[src/rtl/core/assert_macros.svh]
// Assertion macros shared by the RTL of the complex pair arithmetic unit.
// No dependencies.
`ifndef ASSERT_MACROS_SVH
`define ASSERT_MACROS_SVH

// Check that a condition implies a consequence on the same clock edge.
`define ASSERT_IMPLIES(lbl, clk, rstn, ante, cons) \
    lbl: assert property (@(posedge clk) disable iff (!rstn) (ante) |-> (cons)) \
        else $error("assertion failed");

// Check that a condition implies a consequence on the next clock edge.
`define ASSERT_NEXT(lbl, clk, rstn, ante, cons) \
    lbl: assert property (@(posedge clk) disable iff (!rstn) (ante) |=> (cons)) \
        else $error("assertion failed");

`endif

[src/rtl/core/cpa_pkg.sv]
// Package for the complex pair arithmetic unit: widths, pipeline depths and stage types.
// No dependencies.
`default_nettype none
package cpa_pkg;
    localparam int OpW      = 16;
    localparam int SumW     = 17;
    localparam int PrW      = 32;
    localparam int PiW      = 33;
    localparam int NumW     = 33;   // numerator of the division
    localparam int DenW     = 32;   // |b|^2 is at most 2^31
    localparam int DividW   = 41;   // numerator times 256
    localparam int QMagW    = 41;   // quotient magnitude bits
    localparam int DivSteps = 41;   // one quotient bit per stage
    localparam int InW      = 64;
    localparam int OutW     = 168;

    // Values that the divider carries alongside the division.
    typedef struct packed {
        logic signed [SumW-1:0] sum_re;
        logic signed [SumW-1:0] sum_im;
        logic signed [SumW-1:0] diff_re;
        logic signed [SumW-1:0] diff_im;
        logic signed [PrW-1:0]  prod_re;
        logic signed [PiW-1:0]  prod_im;
        logic                   neg_re;
        logic                   neg_im;
        logic                   zero;
    } side_t;
endpackage
`default_nettype wire

[src/rtl/core/cpa_back.sv]
// Back stage: sign restore, saturation and the zero-divisor override.
// Depends on cpa_pkg.
`default_nettype none
module cpa_back (
    input  wire logic                          clk,
    input  wire logic                          rst_n,
    input  wire logic                          en,
    input  wire logic                          in_valid,
    input  wire cpa_pkg::side_t                side,
    input  wire logic [cpa_pkg::QMagW-1:0]     q_re,
    input  wire logic [cpa_pkg::QMagW-1:0]     q_im,
    output logic                               out_valid,
    output logic [cpa_pkg::OutW-1:0]           out_data
);
    import cpa_pkg::*;

    function automatic logic [OpW-1:0] sat_fn(input logic [QMagW-1:0] m, input logic neg);
        logic [OpW-1:0] r;
        if (neg)
            r = (m > QMagW'(32768)) ? 16'h8000 : OpW'(-m);
        else
            r = (m > QMagW'(32767)) ? 16'h7FFF : m[OpW-1:0];
        return r;
    endfunction

    logic              v_reg;
    logic [OutW-1:0]   d_reg;
    logic [OpW-1:0]    qr, qi;

    always_comb
    begin
        qr = side.zero ? '0 : sat_fn(q_re, side.neg_re);
        qi = side.zero ? '0 : sat_fn(q_im, side.neg_im);
    end

    always_ff @(posedge clk or negedge rst_n)
    begin
        if (!rst_n)
            v_reg <= 1'b0;
        else if (en)
            v_reg <= in_valid;
    end

    always_ff @(posedge clk)
    begin
        if (en)
            d_reg <= {2'd0, side.zero, qi, qr, side.prod_im, side.prod_re,
                      side.diff_im, side.diff_re, side.sum_im, side.sum_re};
    end

    assign out_valid = v_reg;
    assign out_data  = d_reg;
endmodule
`default_nettype wire

[config.mk]
export PLATFORM = sky130hd
export DESIGN_NAME = cpa_back
export DESIGN_NICKNAME = d
export VERILOG_FILES = /design/src/rtl/core/assert_macros.svh /design/src/rtl/core/cpa_pkg.sv /design/src/rtl/core/cpa_back.sv
export SDC_FILE = /design/constraint.sdc
export NUM_CORES = 1
export LEC_CHECK = 0
export BUFFER_PORTS_ARGS = -buffer_cell sky130_fd_sc_hd__clkbuf_2
export CAP_MARGIN = 40
export CORE_ASPECT_RATIO = 0.5
export CORE_MARGIN = 5
export CORE_UTILIZATION = 35
export CTS_CLUSTER_SIZE = 10
export DETAILED_ROUTE_END_ITERATION = 8
export HOLD_SLACK_MARGIN = 0.03
export PLACE_DENSITY = 0.68
export SYNTH_ARGS = -nofsm -noshare
export SYNTH_HDL_FRONTEND = slang
export SYNTH_SLANG_ARGS = --single-unit
[constraint.sdc]
create_clock -name clk -period 0.8 [get_ports clk]
set_input_delay 0.12 -clock clk [delete_from_list [all_inputs] [get_ports clk]]
set_output_delay 0.12 -clock clk [all_outputs]
set_load 0.01 [all_outputs]
; Word-level counts from Yosys, hierarchy flattened
; Cells that the tools add are included.
[word_totals]
register_bits = 167
inputBits = 222
out_inout_bits = 169
elab_cells = 15
[op_classes]
n_addsub = 2
magnitude_cmp = 4
mux = 6
[op_table]
columns = operator, n
row1 = $mux W16, 6
row2 = $gt A41 B15 Y1 const B, 2
row3 = $gt A41 B16 Y1 const B, 2
row4 = $neg A16 Y16, 2

; Depth between registers and ports, before layout
[depth]
ltp_word = 3
mapped_depth = 8
ltp_nobuf = 7

; Least setup slack after synthesis
; Ideal clock, no wire load.
[synth_path]
kind = input-to-reg
startpoint = in q_im[0] (netlist name)
endpoint = reg d_reg[154], in the netlist out_data[154], data pin
setup_time_ns = 0.158
t_arrival_ns = 2.372
t_required_ns = 0.642
path_slack_ns = -1.730
path_stages = 7
n_path_buf = 0
path_cell_list = inv_1 ha_1 or4b_4 or4b_4 a2111o_1 or3_2 o211ai_1
[synth_between]
elab_chain_len = 3
word_cells_on_any_way = 6
classes_between = add/sub: 1 / order compare: 2 / mux: 3
[synth_lines]
columns = element, line_no
row1 = "start, declared", cpa_back.sv:11  ; input wire logic [cpa_pkg::QMagW-1:0] q_im,
row2 = $gt A41 B15 Y1 (tied with other cells), cpa_back.sv:22  ; r = (m > QMagW'(32767)) ? 16'h7FFF : m[OpW-1:0];
row3 = $mux W16 (on tied branches), "cpa_back.sv:22, cpa_back.sv:20"
row4 = $mux W16 *, cpa_back.sv:19  ; if (neg)
row5 = "end signal, assigned", cpa_back.sv:47  ; d_reg <= {2'd0, side.zero, qi, qr, side.prod_im, side.prod_re,
row6 = "end, declared", cpa_back.sv:27  ; logic [OutW-1:0] d_reg;
; Mark *: on every way between the ends. The rest lies on a longest branch, timed or not.
; A chain may end at the register's enable or synchronous reset.

; Final worst setup path
[layout_path]
startpoint = in q_im[1] (netlist name)
endpoint = reg d_reg[156], in the netlist out_data[156], data pin
; Same word-level chain as after synthesis.

==> out/metrics.cfg <==
[finish]
drive_above_1_share=0.572
stdcell_area_um2=12200
num-fill-cells=1336
multi_input_area_um2=1760
area_growth_syn_to_layout_pct=89.5
post-route-util=0.668
num_antenna_cells=0
seqCellArea_um2=5010
nets=1277

[timing]
max_freq_ghz=0.452
finalHoldViolCount=0
maxSlewViolCount=0
hold-worst-slack_ps=80.2
rsz0062_at_grt=true
tightest_slew_ps=536
skew_ps=0
post-route-period-util=2.77
slew_headroom=0.642
setup_viol=200
worst_slack_ps=-1410
period_minus_slack_ps=2210

[worst_setup_path]
cp_num_buf_inv=3
worstSetupStartpointType=primary input
cp.required_ps=1020
path_delay_family=simple AND/OR/NAND/NOR gates
arrival_ps=2430
critPathMostFrequentCell=or4b_4
crit_fanout=8
crit_slowest_cell=or4b_4
crit_chain=clkbuf_16 > inv_12 > ha_4 > or4b_4 > or4b_4 > a2111o_2 > buf_4 > o311ai_2
slowest_delay_ps=560
cp-end-kind=flip-flop
critical_path_class=in -> reg

[yosys]
netlist.area_leader.share=0.777
synth.avg_cell_area_um2=16.2
synth_area_leaders=edfxtp_1 78%, nor4_1 2.1%, nand3_1 1.4%
synthArstFlopShare=0.00599
synth_warnings=0
synth_top_area_cell=edfxtp_1
netlist_instances=397
ys_types=52
synth_edf_count=166
synth_seq_cells=167
synthFlopType=edfxtp_1
ys_seq_area_frac=0.781
syn_area_um2=6420

[global_route]
grt_overflow=0
grt_pass1_wl_um=36600
grt_pass1_vias=6525
grt_max_degree=27
antenna_found_initial=0
grt.total_usage=0.219

[route]
routed_wirelength_um=24600
dr.pass1.iters=4
wire_per_inst_um=18.9
drt_iter0_markers=387
route.detailed.drc=0
antenna_left=0
via_count=6211
vias_per_cell=4.77

[floorplanning]
rows=35
dieArea_um2=21300
ioPinCount=391
core-area_um2=18200
start_util=0.352
die_w_um=201
die_h_um=106

[clocking]
cts_sinks=167
cts-root-buf=clkbuf_16
htree_levels=4
cts_max_path_buffers=2
cts_tree=yes
cts_buffers=17
path_clk_slew_ps=70
clock_latency_ps=400

[power_and_ir_drop]
p_int_mw=16.9
p_total_mw=22.4
switching_power_mw=5.48
switching_share=0.245
peakVddDrop_mv=1.44
p_clk_frac=0.368
p_leak_nw=5.29
p_seq_frac=0.476
power_density_nw_per_um2=1840
pwr-share-comb=0.156

[placed_design]
post-dp-hpwl_um=17500
dpl-instance-area_um2=9650
io_buffers=388
gp_congestion=0.891

[outcome]
status=finished with violations
violations=negative setup slack

[min_path]
hold_path_class=in -> reg

[job]
cap_viol_max_count=0

final timing paths:
check | slack, ps | from | to | cells after the start
max | -1410 | q_im[1] | out_data[156] | 8
min | 80 | en | out_data[74] | 1
max reg2reg | -70 | out_valid | out_valid | 2
min reg2reg | 610 | out_valid | out_valid | 2
max in group asynchronous | 150 | rst_n | out_valid | 3
min in group asynchronous | 570 | rst_n | out_valid | 3
kinds of logic after synthesis:
| family | after synthesis | synth area share |
|---|---|---|
| AOI/OAI and AO/OA | 56 | 0.0622 |
| and+or+nand+nor | 143 | 0.126 |
| buffers and inverters | 22 | 0.0162 |
| adders and majority gates | 4 | 0.00780 |
| muxes | 2 | 0.00332 |
| DFF | 167 | 0.781 |
| other | 1 | 0.000584 |
| xor gates and xnor gates | 2 | 0.00273 |
layer usage:
metal | GRT usage | routed length (µm) | up-vias | share of wire
met2 | 0.413 | 13500 | 202 | 0.55
met1 | 0.259 | 9470 | 3052 | 0.39
met4 | 0.0682 | 611 | 0 | 0.025
li1 | - | - | 2914 | -
met3 | 0.0335 | 971 | 43 | 0.040
met5 | 0 | 0 | - | 0
Yosys cell counts, drive strengths merged, types with 2 or more instances:
| cell type | count |
|---|---|
| or4 | 2 |
| buf | 4 |
| o211ai | 8 |
| o21ai | 12 |
| and3 | 4 |
| o311ai | 8 |
| nor3b | 3 |
| a21oi | 6 |
| inv | 11 |
| and4 | 3 |
| nand4b | 2 |
| nand2b | 4 |
| a31oi | 11 |
| nand2 | 20 |
| clkbuf | 6 |
| or3 | 6 |
| a211o | 2 |
| and2 | 11 |
| xnor2 | 2 |
| ha | 4 |
| nor2 | 21 |
| nor4 | 22 |
| nand3 | 18 |
| or4b | 3 |
| a2111oi | 3 |
| nand4 | 11 |
| nor3 | 10 |
| edfxtp | 166 |
state kept, by name, indices dropped and copies added, names as in the netlist:
signal,flops
out_data,166
out_valid,1
area by class of cell:
type / count / share of cell area
inverter: 11 / 0.00545
clock buffer: 17 / 0.0350
tap: 240 / 0.0247
clock inverter: 14 / 0.0133
sequential: 167 / 0.412
timing repair buffer: 645 / 0.365
multi-input combinational: 209 / 0.145
power by group through the flow:
stage / combinational [mW] / sequential [mW] / clock, mW
2_1_floorplan: 0.327 / 11.2 / 0
3_3_place_gp: 2.67 / 10.8 / 0
3_5_place_dp: 2.72 / 10.8 / 0
4_1_cts: 3.35 / 10.6 / 8.42
5_1_grt: 3.72 / 10.7 / 8.76
6_report: 3.49 / 10.7 / 8.23
repair_timing:
action,4_1_cts,5_1_grt
endpoints found under the hold margin,135,1
setup endpoints to repair,199,200
resized for setup,44,74
setup buffers,9,11
pin swaps,27,25
gates cloned,0,1
hold buffers,135,1
cells in the final DEF, fill, tap and decap left out, types with 11 or more instances in the layout:
cell type / netlist / layout
clkbuf_2: 0 / 359
edfxtp_1: 166 / 166
dlygate4sd3_1: 1 / 136
buf_4: 2 / 100
buf_6: 1 / 21
nor2_1: 21 / 20
clkbuf_16: 0 / 19
buf_2: 0 / 19
nand2_1: 20 / 14
nand4_1: 11 / 11
a31oi_1: 11 / 11
through the flow:
stage               TNS [ps]  worst slack (ps)  cells
finish                -71440             -1410   1303
global route          -80210             -1440   1303
CTS                   -73190             -1430   1294
detailed placement    -63080             -1970   1119
global placement      -60100             -1890   1119
floorplan             -37560             -1650    398
Power figures use the tool's default switching activity.
