<file path="config.mk">
export PLATFORM = sky130hd
export DESIGN_NAME = cpa_div_stage
export DESIGN_NICKNAME = d
export VERILOG_FILES = /design/src/rtl/core/assert_macros.svh /design/src/rtl/core/cpa_pkg.sv /design/src/rtl/core/cpa_div_stage.sv
export SDC_FILE = /design/constraint.sdc
export NUM_CORES = 1
export LEC_CHECK = 0
export ABC_AREA = 1
export ABC_CLOCK_PERIOD_IN_PS = 1400
export BUFFER_PORTS_ARGS = -buffer_cell sky130_fd_sc_hd__buf_4
export CAP_MARGIN = 30
export CELL_PAD_IN_SITES_DETAIL_PLACEMENT = 1
export CELL_PAD_IN_SITES_GLOBAL_PLACEMENT = 2
export CORE_AREA = 2 2 262 264
export DETAILED_ROUTE_END_ITERATION = 10
export DIE_AREA = 0 0 264 266
export GPL_TIMING_DRIVEN = 1
export PLACE_DENSITY = 0.79
export RECOVER_POWER = 25
export SYNTH_ARGS = -nofsm -noshare
export SYNTH_HDL_FRONTEND = slang
export SYNTH_SLANG_ARGS = --single-unit
</file>
<file path="constraint.sdc">
create_clock -name clk -period 1.4 [get_ports clk]
set_input_delay 0.28 -clock clk [delete_from_list [all_inputs] [get_ports clk]]
set_output_delay 0.28 -clock clk [all_outputs]
set_load 0.005 [all_outputs]
</file>
<file path="src/rtl/core/assert_macros.svh">
// Assertion macros shared by the RTL of the complex pair arithmetic unit.
// No dependencies.
`ifndef ASSERT_MACROS_SVH
`define ASSERT_MACROS_SVH

// Check that a condition implies a consequence on the same clock edge.
`define ASSERT_IMPLIES(lbl, clk, rstn, ante, cons) \
    lbl: assert property (@(posedge clk) disable iff (!rstn) (ante) |-> (cons)) \
        else $error("assertion failed");

// Check that a condition implies a consequence on the next clock edge.
`define ASSERT_NEXT(lbl, clk, rstn, ante, cons) \
    lbl: assert property (@(posedge clk) disable iff (!rstn) (ante) |=> (cons)) \
        else $error("assertion failed");

`endif

</file>
<file path="src/rtl/core/cpa_pkg.sv">
// Package for the complex pair arithmetic unit: widths, pipeline depths and stage types.
// No dependencies.
`default_nettype none
package cpa_pkg;
    localparam int OpW      = 16;
    localparam int SumW     = 17;
    localparam int PrW      = 32;
    localparam int PiW      = 33;
    localparam int NumW     = 33;   // numerator of the division
    localparam int DenW     = 32;   // |b|^2 is at most 2^31
    localparam int DividW   = 41;   // numerator times 256
    localparam int QMagW    = 41;   // quotient magnitude bits
    localparam int DivSteps = 41;   // one quotient bit per stage
    localparam int InW      = 64;
    localparam int OutW     = 168;

    // Values that the divider carries alongside the division.
    typedef struct packed {
        logic signed [SumW-1:0] sum_re;
        logic signed [SumW-1:0] sum_im;
        logic signed [SumW-1:0] diff_re;
        logic signed [SumW-1:0] diff_im;
        logic signed [PrW-1:0]  prod_re;
        logic signed [PiW-1:0]  prod_im;
        logic                   neg_re;
        logic                   neg_im;
        logic                   zero;
    } side_t;
endpackage
`default_nettype wire

</file>
<file path="src/rtl/core/cpa_div_stage.sv">
// One restoring-division stage: resolves one quotient bit for both parts.
// Depends on cpa_pkg.
`default_nettype none
module cpa_div_stage #(
    parameter int Bit = 0
) (
    input  wire logic                          clk,
    input  wire logic                          rst_n,
    input  wire logic                          en,
    input  wire logic                          in_valid,
    input  wire cpa_pkg::side_t                in_side,
    input  wire logic [cpa_pkg::DenW-1:0]      in_den,
    input  wire logic [cpa_pkg::DividW-1:0]    in_rem_re,
    input  wire logic [cpa_pkg::DividW-1:0]    in_rem_im,
    input  wire logic [cpa_pkg::QMagW-1:0]     in_q_re,
    input  wire logic [cpa_pkg::QMagW-1:0]     in_q_im,
    output logic                               out_valid,
    output cpa_pkg::side_t                     out_side,
    output logic [cpa_pkg::DenW-1:0]           out_den,
    output logic [cpa_pkg::DividW-1:0]         out_rem_re,
    output logic [cpa_pkg::DividW-1:0]         out_rem_im,
    output logic [cpa_pkg::QMagW-1:0]          out_q_re,
    output logic [cpa_pkg::QMagW-1:0]          out_q_im
);
    import cpa_pkg::*;

    localparam int ShW = DividW + DenW;

    logic [ShW-1:0]     dsh;
    logic               ge_re, ge_im;
    logic               v_reg;
    side_t              side_reg;
    logic [DenW-1:0]    den_reg;
    logic [DividW-1:0]  rr_reg, ri_reg;
    logic [QMagW-1:0]   qr_reg, qi_reg;

    always_comb
    begin
        dsh   = ShW'(in_den) << Bit;
        ge_re = (in_den != '0) && (ShW'(in_rem_re) >= dsh);
        ge_im = (in_den != '0) && (ShW'(in_rem_im) >= dsh);
    end

    always_ff @(posedge clk or negedge rst_n)
    begin
        if (!rst_n)
            v_reg <= 1'b0;
        else if (en)
            v_reg <= in_valid;
    end

    always_ff @(posedge clk)
    begin
        if (en)
        begin
            side_reg <= in_side;
            den_reg  <= in_den;
            rr_reg   <= ge_re ? DividW'(ShW'(in_rem_re) - dsh) : in_rem_re;
            ri_reg   <= ge_im ? DividW'(ShW'(in_rem_im) - dsh) : in_rem_im;
            qr_reg   <= in_q_re | (QMagW'(ge_re) << Bit);
            qi_reg   <= in_q_im | (QMagW'(ge_im) << Bit);
        end
    end

    assign out_valid  = v_reg;
    assign out_side   = side_reg;
    assign out_den    = den_reg;
    assign out_rem_re = rr_reg;
    assign out_rem_im = ri_reg;
    assign out_q_re   = qr_reg;
    assign out_q_im   = qi_reg;
endmodule
`default_nettype wire

</file>
---- Yosys cells after proc, flatten, opt, wreduce, memory -nomap -nowiden ----
Cells that the tools add are included.
storage, ports and cells
  bits in registers ....................... 333
  output and inout port bits .............. 333
  word-level logic and storage cells ...... 26
  input bits .............................. 336
operators by class
  reduce and logical (&&, ||, !) cells .... 3
  add/sub/neg operators ................... 2
  $lt $le $gt $ge ......................... 2
  bitwise gates (word level) .............. 2
  multiplexer cells ....................... 2
operator list
  kind                                          number
  greater-or-equal comparator 41 x 32 -> 1 bit  2
  2-to-1 mux 41 bit                             2
  bitwise OR 41 x 1 -> 41 bit                   2
  subtractor 41 x 32 -> 41 bit                  2
  nonzero test 32 bit                           1
  logical AND 1 bit                             2

---- Depth between registers and ports, before layout ----
  depth in word-level cells ............... 3
  depth in mapped cells ................... 16
  mapped depth without buffers ............ 16

---- Worst setup path after synthesis ----
No wires, ideal clock.
  path type ............................... input port to flip-flop
  start point ............................. input in_den[27] (netlist name)
  end point ............................... register qr_reg[0] (netlist: out_q_re[0]), data pin
  data arrival time ....................... 1768 ps
  setup time .............................. 255 ps
  cell stages on the path ................. 13
  slack ................................... -623 ps
  path buffers ............................ 1
  data required time ...................... 1145 ps
  cells stage by stage .................... inv_1 -> ha_1 -> nand2_1 -> inv_1 -> a21oi_2 -> nor2_1 -> nor2_2 -> nand2_1 -> nor2_2 -> nand2_2 -> nand2_2 -> buf_4 -> nand2_1
between the ends
  longest elaborated chain between the ends .. 3
  elaborated cells between the ends (all ways) .. 4
  those cells by class .................... order compare (1); bitwise (1); reduce/logical (2)
ends and longest elaborated chain
  element                                                                                     RTL line             source
  start, declared                                                                             cpa_div_stage.sv:12  input wire logic [cpa_pkg::DenW-1:0] in_den,
  greater-or-equal comparator 41 x 32 -> 1 bit / nonzero test 32 bit (equally long branches)  cpa_div_stage.sv:40  ge_re = (in_den != '0) && (ShW'(in_rem_re) >= dsh);
  logical AND 1 bit (*)                                                                       cpa_div_stage.sv:40
  bitwise OR 41 x 1 -> 41 bit (*)                                                             cpa_div_stage.sv:60  qr_reg <= in_q_re | (QMagW'(ge_re) << Bit);
  end signal, assigned                                                                        cpa_div_stage.sv:60
  end, declared                                                                               cpa_div_stage.sv:35  logic [QMagW-1:0] qr_reg, qi_reg;
Every way passes the cells marked *; elsewhere a longest branch is shown, timed or not.
A chain may end at the register's enable or synchronous reset.

---- Worst setup path after layout ----
  start point ............................. input in_den[24] (netlist name)
  end point ............................... register ri_reg[13] (netlist: out_rem_im[13]), data pin
between the ends
  longest elaborated chain between the ends .. 3
  elaborated cells between the ends (all ways) .. 4
  those cells by class .................... order compare (1); mux (1); reduce/logical (2)
ends and longest elaborated chain
  element                                                                                     RTL line             source
  greater-or-equal comparator 41 x 32 -> 1 bit / nonzero test 32 bit (equally long branches)  cpa_div_stage.sv:41  ge_im = (in_den != '0) && (ShW'(in_rem_im) >= dsh);
  logical AND 1 bit (*)                                                                       cpa_div_stage.sv:41
  2-to-1 mux 41 bit (*)                                                                       cpa_div_stage.sv:59  ri_reg <= ge_im ? DividW'(ShW'(in_rem_im) - dsh) : in_rem_im;
  end signal, assigned                                                                        cpa_div_stage.sv:59
  end, declared                                                                               cpa_div_stage.sv:34  logic [DividW-1:0] rr_reg, ri_reg;
Marked as above.

==> impl_metrics.py <==
metrics = {
    "clocking": {
        "cts_max_path_buffers": 3,
        "h-tree-depth": 2,
        "clk_pin_slew_ns": 0.06,
        "cts_tree": "built",
        "cts_made_buffers": 42,
        "cts_sinks": 333,
        "cts_root_buffer": "clkbuf_16",
        "clkLatencyLatePin_ns": 0.58,
    },
    "timing": {
        "setup_tns_ns": -56.15,
        "hold_violations": 0,
        "relSlewSlack": 0.684,
        "tightest_slew_ns": 0.475,
        "setup_ws_ns": -0.573,
        "slew_viol_final": 0,
        "min_period_ns": 1.97,
        "finalSetupViolCount": 291,
        "rsz0062_at_grt": "true",
        "fmax_mhz": 507,
        "skew_ns": 0,
        "period_share": 1.41,
    },
    "global_route": {
        "grtUsageTotal": 0.317,
        "grt_pass1_vias": 21300,
        "overflow": 0,
        "antenna_found_initial": 22,
        "grt_max_degree": 59,
        "grt_pass1_wl_um": 157000,
    },
    "worst_setup_path": {
        "critPathCaptureType": "register",
        "setup.worst_path.class": "in -> reg",
        "start_kind": "input port",
        "crit_chain": "buf_4, clkinvlp_4, ha_4, nand2_4, nor2_4, nand2_2, nor2_4, nand3_2, nor2_4, nor2_4, buf_12, nand2_8, nand2_8, clkbuf_16, nand2_4, nand2_2",
        "crit_required_ns": 1.74,
        "r2r_cells": 1,
        "path_max_fanout": 8,
        "critPathSlowestCell": "ha_4",
        "arrival_ns": 2.31,
        "cp_common_cell": "nor2_4",
        "slowest_delay_ns": 0.37,
    },
    "synthesis": {
        "syn_inst": 2048,
        "synthArstFlopShare": 0.00300,
        "yosysUniqueCellTypes": 36,
        "synth.yosys.seq_area_share": 0.563,
        "syn_nets": 2450,
        "ys_seq_elements": 333,
        "synth_flop_cell": "edfxtp_1",
        "syn-cell-area_mm2": 0.0178,
        "syn_avg_cell_area_um2": 8.67,
        "ys_warn_count": 0,
        "synth-edff-count": 332,
    },
    "run_status": {
        "outcome": "finished, violations left",
        "violations": "setup timing",
    },
    "floorplanning": {
        "io_pins": 669,
        "core_area_mm2": 0.0677,
        "fp.dieW_um": 264,
        "dieArea_mm2": 0.0702,
        "chipHeight_um": 266,
        "rows": 96,
        "initial_core_util": 0.262,
    },
    "detailed_routing": {
        "wl_per_cell_um": 27.0,
        "dr_total_vias": 20600,
        "wirelength_um": 118000,
        "antenna_left": 0,
        "via_per_inst": 4.71,
        "drc": 0,
        "dr.pass1.iters": 5,
        "drt-initial-drc-count": 1403,
    },
    "placement": {
        "hpwl_um": 91800,
        "place.gp.congestion": 0.947,
        "io_buffers": 668,
    },
    "pwr": {
        "power.density_mw_per_mm2": 977,
        "ir_worst_vdd_mv": 0.752,
        "p_leak_uw": 0.0168,
    },
    "cells_and_area": {
        "final_cell_mix": "809 x buf_4, 628 x nand2_1, 332 x edfxtp_1, 323 x inv_1, 284 x dlygate4sd3_1",
        "utilization": 0.516,
        "final_nets": 3867,
        "layout-drive-gt1-share": 0.457,
        "final_common_cell": "buf_4",
        "area_delta_synth_final_pct": 96.9,
    },
    "min_path": {
        "min_delay_path_depth": 3,
        "min_path_type": "in -> reg",
    },
    "flow_run": {
        "drv_cap": 0,
    },
}
where the power goes:
| part | total, uW | switching (uW) | internal [uW] |
|---|---|---|---|
| clock | 11400 | 4880 | 6490 |
| sequential | 12900 | 777 | 12100 |
| combinational | 9890 | 4830 | 5060 |
layout make-up:
class	instances	area [um^2]
Antenna cell	9	22.5
Clock buffer	49	1080
Clock inverter	25	299
Fill cell	7627	32800
Inverter	352	1380
Multi-Input combinational cell	1344	8370
Sequential cell	333	9990
Tap cell	882	1100
Timing Repair Buffer	1392	12700
sequential cells by signal, summed over array words and instances (netlist names):
register    count
out_q_re       41
out_side      136
out_valid       1
out_rem_re     41
out_den        32
out_q_im       41
out_rem_im     41
worst max-delay path, delay by kind of cell:
kind          cells  cell delay, ns
simple gates     11            0.98
fa+ha+maj         1            0.37
buf+inv           4            0.66
synth_stat cells, drive strengths merged, types with 7 or more instances:
master    n  area [um^2]
edfxtp  332         9970
nand2   860         3270
inv     352         1320
a21oi    41          224
nor3     12         60.1
xor2     33          289
nand4    21          131
nand3   119          611
buf      15          134
ha       64          801
nor2    163          672
o21ai     7         35.0
per-stage QoR:
stage | cells | hold slack [ns] | total power [uW] | cell area (um^2) | setup slack, ns
final | 4386 | 0.0180 | 34200 | 35000 | -0.573
after global routing | 4380 | 0.00458 | 35300 | 35000 | -0.625
after CTS | 4345 | -0.0256 | 33100 | 32600 | -0.499
after detailed placement | 3957 | 0.0600 | 20700 | 27200 | -1.29
after global placement | 3957 | 0.0550 | 20600 | 27200 | -1.22
after floorplan | 2048 | -0.0156 | 15000 | 18200 | -0.561
metal layers:
metal	global-route usage	up-vias	wire length [um]
li1	-	9336	-
met1	0.399	10300	48200
met2	0.528	803	55300
met3	0.0659	230	8040
met4	0.133	22	6690
met5	0	-	125
what timing repair did:
item | in CTS | in global routing
pin swaps | 43 | 83
endpoints found under the setup margin | 388 | 406
endpoints found under the hold margin | 284 | 0
resized for setup | 189 | 552
cloned | 3 | 7
buffers inserted | 28 | 28
hold buffers | 284 | 0
logic make-up after synthesis:
kind of cell / count (synthesis) / share of synthesized area
and+or+nand+nor: 1186 / 0.271
buffers and inverters: 371 / 0.0828
DFF: 333 / 0.563
adders and majority gates: 66 / 0.0473
AOI/OAI and AO/OA: 54 / 0.0171
xor gates and xnor gates: 37 / 0.0182
muxes: 1 / 0.000634
worst paths after layout:
kind                                   to    startpoint  slack (ns)
setup / recovery           out_rem_im[13]    in_den[24]       -0.57
setup reg to reg                out_valid     out_valid        0.64
max in group asynchronous       out_valid         rst_n        0.76
min in group asynchronous       out_valid         rst_n        0.54
hold / removal              out_rem_im[6]  in_rem_im[6]        0.02
hold reg to reg                 out_valid     out_valid        0.54
(Power assumes the default switching activity.)
